`config.mk`:
```
export PLATFORM = sky130hd
export DESIGN_NAME = idw_hm_weight
export DESIGN_NICKNAME = d
export VERILOG_FILES = /design/src/rtl/idw_hm_pkg.sv /design/src/rtl/idw_hm_weight.sv
export SDC_FILE = /design/constraint.sdc
export NUM_CORES = 2
export LEC_CHECK = 0
export BUFFER_PORTS_ARGS = -buffer_cell sky130_fd_sc_hd__buf_2
export CAP_MARGIN = 5
export CORE_ASPECT_RATIO = 0.6
export CORE_MARGIN = 5
export CORE_UTILIZATION = 40
export CTS_CLUSTER_SIZE = 12
export DETAILED_ROUTE_END_ITERATION = 7
export HOLD_SLACK_MARGIN = 0.08
export PLACE_DENSITY = 0.61
export SLEW_MARGIN = 20
export SYNTH_ARGS = -nofsm -noshare
export SYNTH_HDL_FRONTEND = slang
export SYNTH_SLANG_ARGS = --single-unit
```
`constraint.sdc`:
```
create_clock -name clk -period 3.8 [get_ports clk]
set_clock_uncertainty 0.05 [all_clocks]
set_input_delay 0.38 -clock clk [delete_from_list [all_inputs] [get_ports clk]]
set_output_delay 0.38 -clock clk [all_outputs]
set_load 0.01 [all_outputs]
```
`src/rtl/idw_hm_pkg.sv`:
```
// ----------------------------------------------------------------------------
// idw heat map package
// sizes, item types and the sensor position rom
// ----------------------------------------------------------------------------
package idw_hm_pkg;

    localparam int NUM_SENSORS = 54;
    localparam int GRID_DIM    = 200;
    localparam int GRID_HALF   = GRID_DIM / 2;

    localparam int ROM_SIZE = 54;
    localparam int ROM_W    = 6;
    localparam int POS_MAX  = 20692;

    localparam int CNT_W   = (NUM_SENSORS > 1) ? $clog2(NUM_SENSORS) : 1;
    localparam int IDX_W   = 6;
    localparam int VAL_W   = 16;
    localparam int COORD_W = 8;
    localparam int PIX_W   = 8;
    localparam int PIX_MAX = 255;

    // largest distance component in q.8
    localparam int HALF_SPAN = (GRID_HALF > (255 - GRID_HALF)) ? GRID_HALF : (255 - GRID_HALF);
    localparam int AX_MAX    = HALF_SPAN * 256 + POS_MAX;
    localparam int AX_W      = $clog2(AX_MAX + 1);
    localparam int DX_W      = AX_W + 1;
    localparam int D2_W      = 2 * AX_W + 1;

    // square root pipeline
    localparam int SQ_STEPS = (D2_W + 1) / 2;
    localparam int RAD_W    = 2 * SQ_STEPS;
    localparam int REM_W    = SQ_STEPS + 3;
    localparam int D_W      = SQ_STEPS;

    // reciprocal pipeline, weight is q8.24
    localparam int W_W       = 32;
    localparam int DIV_STEPS = W_W;
    localparam int DR_W      = D_W + 1;

    // accumulators
    localparam int TOT_W = W_W + CNT_W;
    localparam int SUM_W = TOT_W + VAL_W;

    // final scaling, round(255 / (2 pi) * 2^16)
    localparam int SCL_W                = 22;
    localparam logic [SCL_W-1:0] SCALE_Q16 = SCL_W'(2659746);
    localparam int MEAN_DIV_STEPS       = VAL_W;
    localparam int MCNT_W               = $clog2(MEAN_DIV_STEPS);

    localparam logic signed [15:0] POS_X [ROM_SIZE] = '{
        -16'sd7843, -16'sd5273, -16'sd2703, -16'sd1330, 16'sd1330, 16'sd2703, 16'sd5273,
        16'sd7843,
        -16'sd12850, -16'sd10280, 16'sd10280, 16'sd12850,
        -16'sd12983, 16'sd12983, -16'sd15419, 16'sd15419, -16'sd15552, 16'sd15552,
        -16'sd17989, 16'sd17989,
        -16'sd18122, 16'sd18122, -16'sd20559, 16'sd20559, -16'sd20692, 16'sd20692,
        -16'sd20559, 16'sd20559,
        -16'sd20692, 16'sd20692, -16'sd20559, 16'sd20559, -16'sd18122, 16'sd18122,
        -16'sd17989, 16'sd17989,
        -16'sd15552, 16'sd15552, -16'sd15419, 16'sd15419, -16'sd12983, 16'sd12983,
        -16'sd12850, -16'sd10280, 16'sd10280, 16'sd12850,
        -16'sd7843, -16'sd5273, -16'sd2703, -16'sd1330, 16'sd1330, 16'sd2703, 16'sd5273,
        16'sd7843
    };

    localparam logic signed [15:0] POS_Y [ROM_SIZE] = '{
        -16'sd20505, -16'sd20505, -16'sd20505, -16'sd20505, -16'sd20505, -16'sd20505,
        -16'sd20505, -16'sd20505,
        -16'sd17970, -16'sd17970, -16'sd17970, -16'sd17970,
        -16'sd15436, -16'sd15436, -16'sd12902, -16'sd12902, -16'sd10367, -16'sd10367,
        -16'sd7833, -16'sd7833,
        -16'sd5299, -16'sd5299, -16'sd2765, -16'sd2765, -16'sd2303, -16'sd2303, 16'sd0,
        16'sd0,
        16'sd2303, 16'sd2303, 16'sd2765, 16'sd2765, 16'sd5299, 16'sd5299, 16'sd7833,
        16'sd7833,
        16'sd10367, 16'sd10367, 16'sd12902, 16'sd12902, 16'sd15436, 16'sd15436,
        16'sd17970, 16'sd17970, 16'sd17970, 16'sd17970,
        16'sd20505, 16'sd20505, 16'sd20505, 16'sd20505, 16'sd20505, 16'sd20505,
        16'sd20505, 16'sd20505
    };

    typedef enum logic
    {
        CMD_LOAD  = 1'b0,
        CMD_PIXEL = 1'b1
    } cmd_t;

    typedef struct packed
    {
        cmd_t               cmd;
        logic [IDX_W-1:0]   sensor_index;
        logic [VAL_W-1:0]   sensor_value;
        logic [COORD_W-1:0] grid_row;
        logic [COORD_W-1:0] grid_col;
    } in_item_t;

    typedef struct packed
    {
        logic [PIX_W-1:0]   pixel;
        logic [COORD_W-1:0] out_row;
        logic [COORD_W-1:0] out_col;
    } out_item_t;

    // tag that travels with one sensor term through the pipeline
    typedef struct packed
    {
        logic             valid;
        logic             last;
        logic [CNT_W-1:0] idx;
    } wtag_t;

endpackage

```
`src/rtl/idw_hm_weight.sv`:
```
// ----------------------------------------------------------------------------
// idw heat map weight pipeline
// squares, square root and reciprocal, one sensor term per cycle
// ----------------------------------------------------------------------------
module idw_hm_weight
    import idw_hm_pkg::*;
(
    input  logic            clk,
    input  logic            rst_n,
    input  wtag_t           in_tag,
    input  logic [AX_W-1:0] ax,
    input  logic [AX_W-1:0] ay,
    output wtag_t           out_tag,
    output logic [W_W-1:0]  weight
);

    wtag_t                mul_tag_reg;
    logic [2*AX_W-1:0]    axx_reg;
    logic [2*AX_W-1:0]    ayy_reg;

    wtag_t                sq_tag_reg  [SQ_STEPS+1];
    logic [RAD_W-1:0]     sq_rad_reg  [SQ_STEPS+1];
    logic [REM_W-1:0]     sq_rem_reg  [SQ_STEPS+1];
    logic [D_W-1:0]       sq_root_reg [SQ_STEPS+1];

    logic [RAD_W-1:0]     sq_rad_next  [SQ_STEPS];
    logic [REM_W-1:0]     sq_rem_next  [SQ_STEPS];
    logic [D_W-1:0]       sq_root_next [SQ_STEPS];
    logic [REM_W-1:0]     sq_t         [SQ_STEPS];
    logic [REM_W-1:0]     sq_trial     [SQ_STEPS];

    wtag_t                dv_tag_reg [DIV_STEPS+1];
    logic [D_W-1:0]       dv_d_reg   [DIV_STEPS+1];
    logic [DR_W-1:0]      dv_rem_reg [DIV_STEPS+1];
    logic [W_W-1:0]       dv_q_reg   [DIV_STEPS+1];
    logic                 dv_sat_reg [DIV_STEPS+1];

    logic [DR_W-1:0]      dv_rem_next [DIV_STEPS];
    logic [W_W-1:0]       dv_q_next   [DIV_STEPS];
    logic [DR_W-1:0]      dv_t        [DIV_STEPS];

    wtag_t                w_tag_reg;
    logic [W_W-1:0]       w_reg;

    logic [D2_W-1:0]      d2;

    assign d2 = D2_W'(axx_reg) + D2_W'(ayy_reg);

    // one root bit per stage
    always_comb
    begin
        for (int s = 0; s < SQ_STEPS; s++)
        begin
            sq_t[s]     = {sq_rem_reg[s][REM_W-3:0], sq_rad_reg[s][RAD_W-1 -: 2]};
            sq_trial[s] = REM_W'({sq_root_reg[s], 2'b01});
            sq_rad_next[s] = {sq_rad_reg[s][RAD_W-3:0], 2'b00};
            if (sq_t[s] >= sq_trial[s])
            begin
                sq_rem_next[s]  = sq_t[s] - sq_trial[s];
                sq_root_next[s] = {sq_root_reg[s][D_W-2:0], 1'b1};
            end
            else
            begin
                sq_rem_next[s]  = sq_t[s];
                sq_root_next[s] = {sq_root_reg[s][D_W-2:0], 1'b0};
            end
        end
    end

    // one quotient bit of 2^32 / d per stage
    always_comb
    begin
        for (int b = 0; b < DIV_STEPS; b++)
        begin
            dv_t[b] = {dv_rem_reg[b][D_W-1:0], 1'b0};
            if (dv_t[b] >= {1'b0, dv_d_reg[b]})
            begin
                dv_rem_next[b] = dv_t[b] - {1'b0, dv_d_reg[b]};
                dv_q_next[b]   = {dv_q_reg[b][W_W-2:0], 1'b1};
            end
            else
            begin
                dv_rem_next[b] = dv_t[b];
                dv_q_next[b]   = {dv_q_reg[b][W_W-2:0], 1'b0};
            end
        end
    end

    always_ff @(posedge clk or negedge rst_n)
    begin
        if (!rst_n)
        begin
            mul_tag_reg <= '0;
            w_tag_reg   <= '0;
            for (int s = 0; s <= SQ_STEPS; s++)
            begin
                sq_tag_reg[s] <= '0;
            end
            for (int b = 0; b <= DIV_STEPS; b++)
            begin
                dv_tag_reg[b] <= '0;
            end
        end
        else
        begin
            mul_tag_reg   <= in_tag;
            sq_tag_reg[0] <= mul_tag_reg;
            for (int s = 0; s < SQ_STEPS; s++)
            begin
                sq_tag_reg[s+1] <= sq_tag_reg[s];
            end
            dv_tag_reg[0] <= sq_tag_reg[SQ_STEPS];
            for (int b = 0; b < DIV_STEPS; b++)
            begin
                dv_tag_reg[b+1] <= dv_tag_reg[b];
            end
            w_tag_reg <= dv_tag_reg[DIV_STEPS];
        end
    end

    always_ff @(posedge clk)
    begin
        axx_reg <= ax * ax;
        ayy_reg <= ay * ay;

        sq_rad_reg[0]  <= RAD_W'(d2);
        sq_rem_reg[0]  <= '0;
        sq_root_reg[0] <= '0;
        for (int s = 0; s < SQ_STEPS; s++)
        begin
            sq_rad_reg[s+1]  <= sq_rad_next[s];
            sq_rem_reg[s+1]  <= sq_rem_next[s];
            sq_root_reg[s+1] <= sq_root_next[s];
        end

        // distance of zero or one saturates the weight
        dv_d_reg[0]   <= sq_root_reg[SQ_STEPS];
        dv_rem_reg[0] <= DR_W'(1);
        dv_q_reg[0]   <= '0;
        dv_sat_reg[0] <= (sq_root_reg[SQ_STEPS] < D_W'(2));
        for (int b = 0; b < DIV_STEPS; b++)
        begin
            dv_d_reg[b+1]   <= dv_d_reg[b];
            dv_rem_reg[b+1] <= dv_rem_next[b];
            dv_q_reg[b+1]   <= dv_q_next[b];
            dv_sat_reg[b+1] <= dv_sat_reg[b];
        end

        w_reg <= dv_sat_reg[DIV_STEPS] ? '1 : dv_q_reg[DIV_STEPS];
    end

    assign out_tag = w_tag_reg;
    assign weight  = w_reg;

endmodule

```
-- After elaboration in Yosys (flattened, before gate mapping)
Memories as Yosys holds them, arrays and structs flattened. A register that Yosys moved wholly into a read port is not among the register bits.
Index checks and enable logic that the tools add are counted.
Widths: inputs -> output; s select.
- flip-flop bits (word level): 488
- RAM bits: 3522
- memories: 7
- add/subtract/negate cells: 50
- multipliers: 2
- order comparisons: 50
- mux-type cells: 98
- memories (memory ; words ; bits a word ; rd ports ; clocked after Yosys merged registers in ; write ports ; line ; text):
    dv_q_reg ; 33 ; 32 ; 33 ; 1 ; 33 ; idw_hm_weight.sv:35 ; logic [W_W-1:0] dv_q_reg [DIV_STEPS+1];
    sq_rad_reg ; 18 ; 34 ; 17 ; 0 ; 18 ; idw_hm_weight.sv:22 ; logic [RAD_W-1:0] sq_rad_reg [SQ_STEPS+1];
    dv_rem_reg ; 33 ; 18 ; 32 ; 0 ; 33 ; idw_hm_weight.sv:34 ; logic [DR_W-1:0] dv_rem_reg [DIV_STEPS+1];
    dv_d_reg ; 33 ; 17 ; 32 ; 0 ; 33 ; idw_hm_weight.sv:33 ; logic [D_W-1:0] dv_d_reg [DIV_STEPS+1];
    sq_rem_reg ; 18 ; 20 ; 17 ; 0 ; 18 ; idw_hm_weight.sv:23 ; logic [REM_W-1:0] sq_rem_reg [SQ_STEPS+1];
    sq_root_reg ; 18 ; 17 ; 18 ; 0 ; 18 ; idw_hm_weight.sv:24 ; logic [D_W-1:0] sq_root_reg [SQ_STEPS+1];
    +1 memories ; - ; - ; - ; - ; - ; - ;
- operators by type and width (cell ; number):
    $ge 18x17->1 ; 32
    $mux 18 ; 32
    $sub 18x17->18 ; 32
    $ge 20x19->1 ; 17
    $mux 20 ; 17
    $sub 20x19->20 ; 17
    $mul 16x16->32 ; 2
    $mux 1 ; 49
    $add 32x32->33 ; 1
    $lt 17x2->1 const B ; 1

-- Longest topological paths before layout
An unclocked memory read counts as a cell.
- depth after elaboration: 3
- mapped depth: 26
- depth with buffers taken out: 23

-- Worst setup path after synthesis
OpenSTA, ideal clock, no wires.
- kind: input port to flip-flop
- start point: input port ay[14]
- end point: register ayy_reg[29]
- arrival: 6052 ps
- required time: 3623 ps
- slack: -2429 ps
- stages: 22
- cells stage by stage: clkbuf_1 -> clkbuf_1 -> nand2_1 -> fa_1 -> fa_1 -> inv_1 -> fa_1 -> fa_1 -> fa_1 -> inv_1 -> fa_1 -> inv_1 -> ha_1 -> clkbuf_1 -> nand3_1 -> or3_1 -> nor3b_1 -> o31ai_1 -> a31o_2 -> o21ai_1 -> mux2i_1 -> o211ai_1
- word-level cells in the longest chain between the ends: 1
- RTL lines (element ; line ; text):
    start, declared ; idw_hm_weight.sv:12 ; input logic [AX_W-1:0] ay,
    $mul 16x16->32 ; idw_hm_weight.sv:124 ; ayy_reg <= ay * ay;
    end signal, assigned ; idw_hm_weight.sv:124 ;
    end, declared ; idw_hm_weight.sv:19 ; logic [2*AX_W-1:0] ayy_reg;
No other way between the ends.

-- Final worst setup path
- start point: input port ay[9]
- end point: register ayy_reg[29]
The elaborated chain is that of the path after synthesis.

==> flow_metrics.env <==
export IMPL_vias=78200
export IMPL_ys_ff_latch=2872
export IMPL_grt_overflow=0
export IMPL_critPathLaunchType="input pin"
export IMPL_slowest_delay_ns=0.51
export IMPL_numCtsBuffers=294
export IMPL_dieWidth_um=711
export IMPL_vias_per_cell=4.91
export IMPL_clock_sinks=2872
export IMPL_crit_path_end_kind="register"
export IMPL_die_h_um=431
export IMPL_peakVddDrop_v=0.00136
export IMPL_grtUsageTotal_pct=16.4
export IMPL_yosysMostFrequentCell="dfxtp_1"
export IMPL_rows=154
export IMPL_drive_above_1_share_pct=12.9
export IMPL_hold_class="in2async"
export IMPL_clock_latency_ns=0.86
export IMPL_slowest_stage="fa_1"
export IMPL_rrSetupSlack_ns=-0.01
export IMPL_cts_tree="yes"
export IMPL_p_leak_nw=67.4
export IMPL_synth_area_leaders="dfxtp_1 (42%), ha_1 (9.8%), dfrtp_1 (9.0%)"
export IMPL_grt_max_degree=105
export IMPL_violations="negative setup slack"
export IMPL_finalMaxSlewViolations=0
export IMPL_core_area_um2=294000
export IMPL_path_class="in2reg"
export IMPL_ant_nets=0
export IMPL_drt_drc_violations_left=0
export IMPL_cts_root_buf="clkbuf_16"
export IMPL_syn_area_um2=118000
export IMPL_reg2reg_depth=11
export IMPL_grt_pass1_wl_um=417000
export IMPL_max_slew_worst_pin_slew_ns=1.32
export IMPL_reg2reg_from="dv_rem_reg[0][324]"
export IMPL_hold_violations=0
export IMPL_setup_viol=45
export IMPL_r2r_end="dv_rem_reg[0][344]"
export IMPL_syn_to_final_growth_pct=16.5
export IMPL_dieArea_um2=306000
export IMPL_largest_register_ffs=544
export IMPL_hpwl_um=193000
export IMPL_routed_wl_um=256000
export IMPL_synth_commonest_cells="dfxtp_1 (2448), inv_1 (1424), ha_1 (928), a21oi_1 (674), nand2_1 (660)"
export IMPL_path_clk_slew_ns=0.06
export IMPL_cts_buffer_depth=4
export IMPL_status="finished with violations"
export IMPL_power_total_mw=116
export IMPL_crit_top_cell="fa_1"
export IMPL_synthesis_nets=12500
export IMPL_slew_headroom_pct=12.1
export IMPL_critPathArrivalTime_ns=5.69
export IMPL_synth_top_cell_area_share_pct=41.5
export IMPL_synthFlopType="dfxtp_1"
export IMPL_start_util_pct=40.2
export IMPL_crit_chain="buf_12, and2_4, fa_1, inv_2, fa_1, inv_2, fa_1, inv_1, fa_1, inv_1, fa_1, inv_1, fa_1, inv_2, ha_4, o211ai_1, or3_4, nor3b_4, o31ai_4, a31o_4, o21ai_4, mux2i_1, o211ai_1"
export IMPL_post_drt_wl_per_cell_um=16.1
export IMPL_powerDensity_nw_per_um2=845
export IMPL_htree_levels=5
export IMPL_rsz0062_at_grt="yes"
export IMPL_drt_initial_drc_count=6008
export IMPL_yosysTopAreaCell="dfxtp_1"
export IMPL_required_ns=4.43
export IMPL_synth_edf_count=0
export IMPL_port_buffers=81
export IMPL_syn_inst=11200
export IMPL_async_reset_ff_share_pct=14.8
export IMPL_setup_slack_ns=-1.26
export IMPL_fin_crit_ns=5.06
export IMPL_period_share_pct=133
export IMPL_antenna_found_initial=15
export IMPL_synthDistinctLibCells=101
export IMPL_fin_setup_tns_ns=-36.80
export IMPL_nets=13200
export IMPL_gp_congestion=0.907
export IMPL_cap_viol_max_count=0
export IMPL_grt_pass1_vias=77600
export IMPL_fmax_mhz=198
export IMPL_io_pins=82
export IMPL_yosys_warnings=0
export IMPL_syn_area_per_cell_um2=10.6
export IMPL_seq_area_frac_synth_pct=50.5
export IMPL_cp_max_fo=7
export IMPL_firstDrtPassIters=6
## worst max-delay path by stage
stage / startpoint / end / slack [ns] / cells past startpoint
global placement: ay[10] / ayy_reg[30] / -2.36 / 21
detailed placement: ay[3] / ayy_reg[27] / -2.37 / 26
global route: ay[8] / ayy_reg[29] / -1.41 / 23
finish: ay[9] / ayy_reg[29] / -1.26 / 23
floorplan: ax[1] / axx_reg[29] / -1.88 / 24
CTS: ay[12] / ayy_reg[29] / -1.27 / 23
## metrics by stage
| step | std cells | utilization (%) | cell area (um2) | hold WS [ns] | setup slack, ns |
|---|---|---|---|---|---|
| final | 15900 | 46.8 | 137000 | 0.160 | -1.26 |
| after global routing | 15900 | 46.8 | 137000 | 0.119 | -1.41 |
| after CTS | 15900 | 46.6 | 137000 | 0.0844 | -1.27 |
| after detailed placement | 15400 | 43.1 | 127000 | 0.262 | -2.37 |
| after global placement | 15400 | 43.1 | 127000 | 0.260 | -2.36 |
| after floorplan | 11200 | - | 119000 | 0.0344 | -1.88 |
## cell families after synthesis
kind of cell	after synthesis	synth area share [%]
AOI/OAI and AO/OA	2216	11.9
xor gates and xnor gates	659	4.89
adders and majority gates	1283	15.9
buffers and inverters	1595	5.10
DFF	2872	50.5
muxes	250	2.37
other	1	0.00318
and+or+nand+nor	2276	9.35
## repair_timing
| item | CTS | global route |
|---|---|---|
| hold endpoints to repair | 154 | 0 |
| hold buffers | 21 | 0 |
| setup endpoints to repair | 48 | 67 |
| gates resized for setup | 268 | 133 |
| setup buffers | 36 | 28 |
| pin swaps | 153 | 111 |
| cloned | 1 | 2 |
## cell usage in the layout, fill, tap and decap left out, types with 84 or more instances in the layout
cell type	count
dfxtp_1	2448
inv_1	1370
ha_1	893
a21oi_1	652
nand2_1	619
nor2_1	552
o21ai_0	500
dfrtp_1	424
buf_4	424
xnor2_1	368
fa_1	332
clkbuf_16	298
xor2_1	282
a21o_1	257
mux2_2	211
o21a_1	157
nand3_1	142
nor3_1	142
nand2b_1	125
nor2b_1	114
and2_1	101
a31oi_1	84
## layer usage
metal	GRT usage, %	routed length, um	share of wire, %	vias up
met4	3.67	5050	2.0	8
met5	0	61	0.024	-
li1	-	-	-	38800
met3	2.86	16000	6.2	368
met1	26.9	139000	55	37100
met2	21.7	95100	37	1935
## power breakdown
| group | switching, mW | internal (mW) |
|---|---|---|
| Combinational | 25.0 | 24.1 |
| Clock | 11.4 | 15.1 |
| Sequential | 3.68 | 36.9 |
## worst max-delay path, delay by kind of cell
family	cells	cell delay [ns]
AND/OR/NAND/NOR	3	0.83
AO/OA/AOI/OAI	5	0.66
multiplexers	1	0.19
adder cells (fa/ha/maj)	7	3.20
buffers and inverters	7	0.40
## area by class of cell
cell class / instances / area [um2]
diodes: 2 / 5.00
repair buffers: 604 / 5210
multi-input cells: 6688 / 53900
clock buffers: 383 / 8080
clock inverters: 37 / 500
well taps: 3900 / 4880
flip-flops and latches: 2872 / 59600
fillers: 26700 / 156000
inverters: 1425 / 5360
Power figures use the tool's default switching activity.
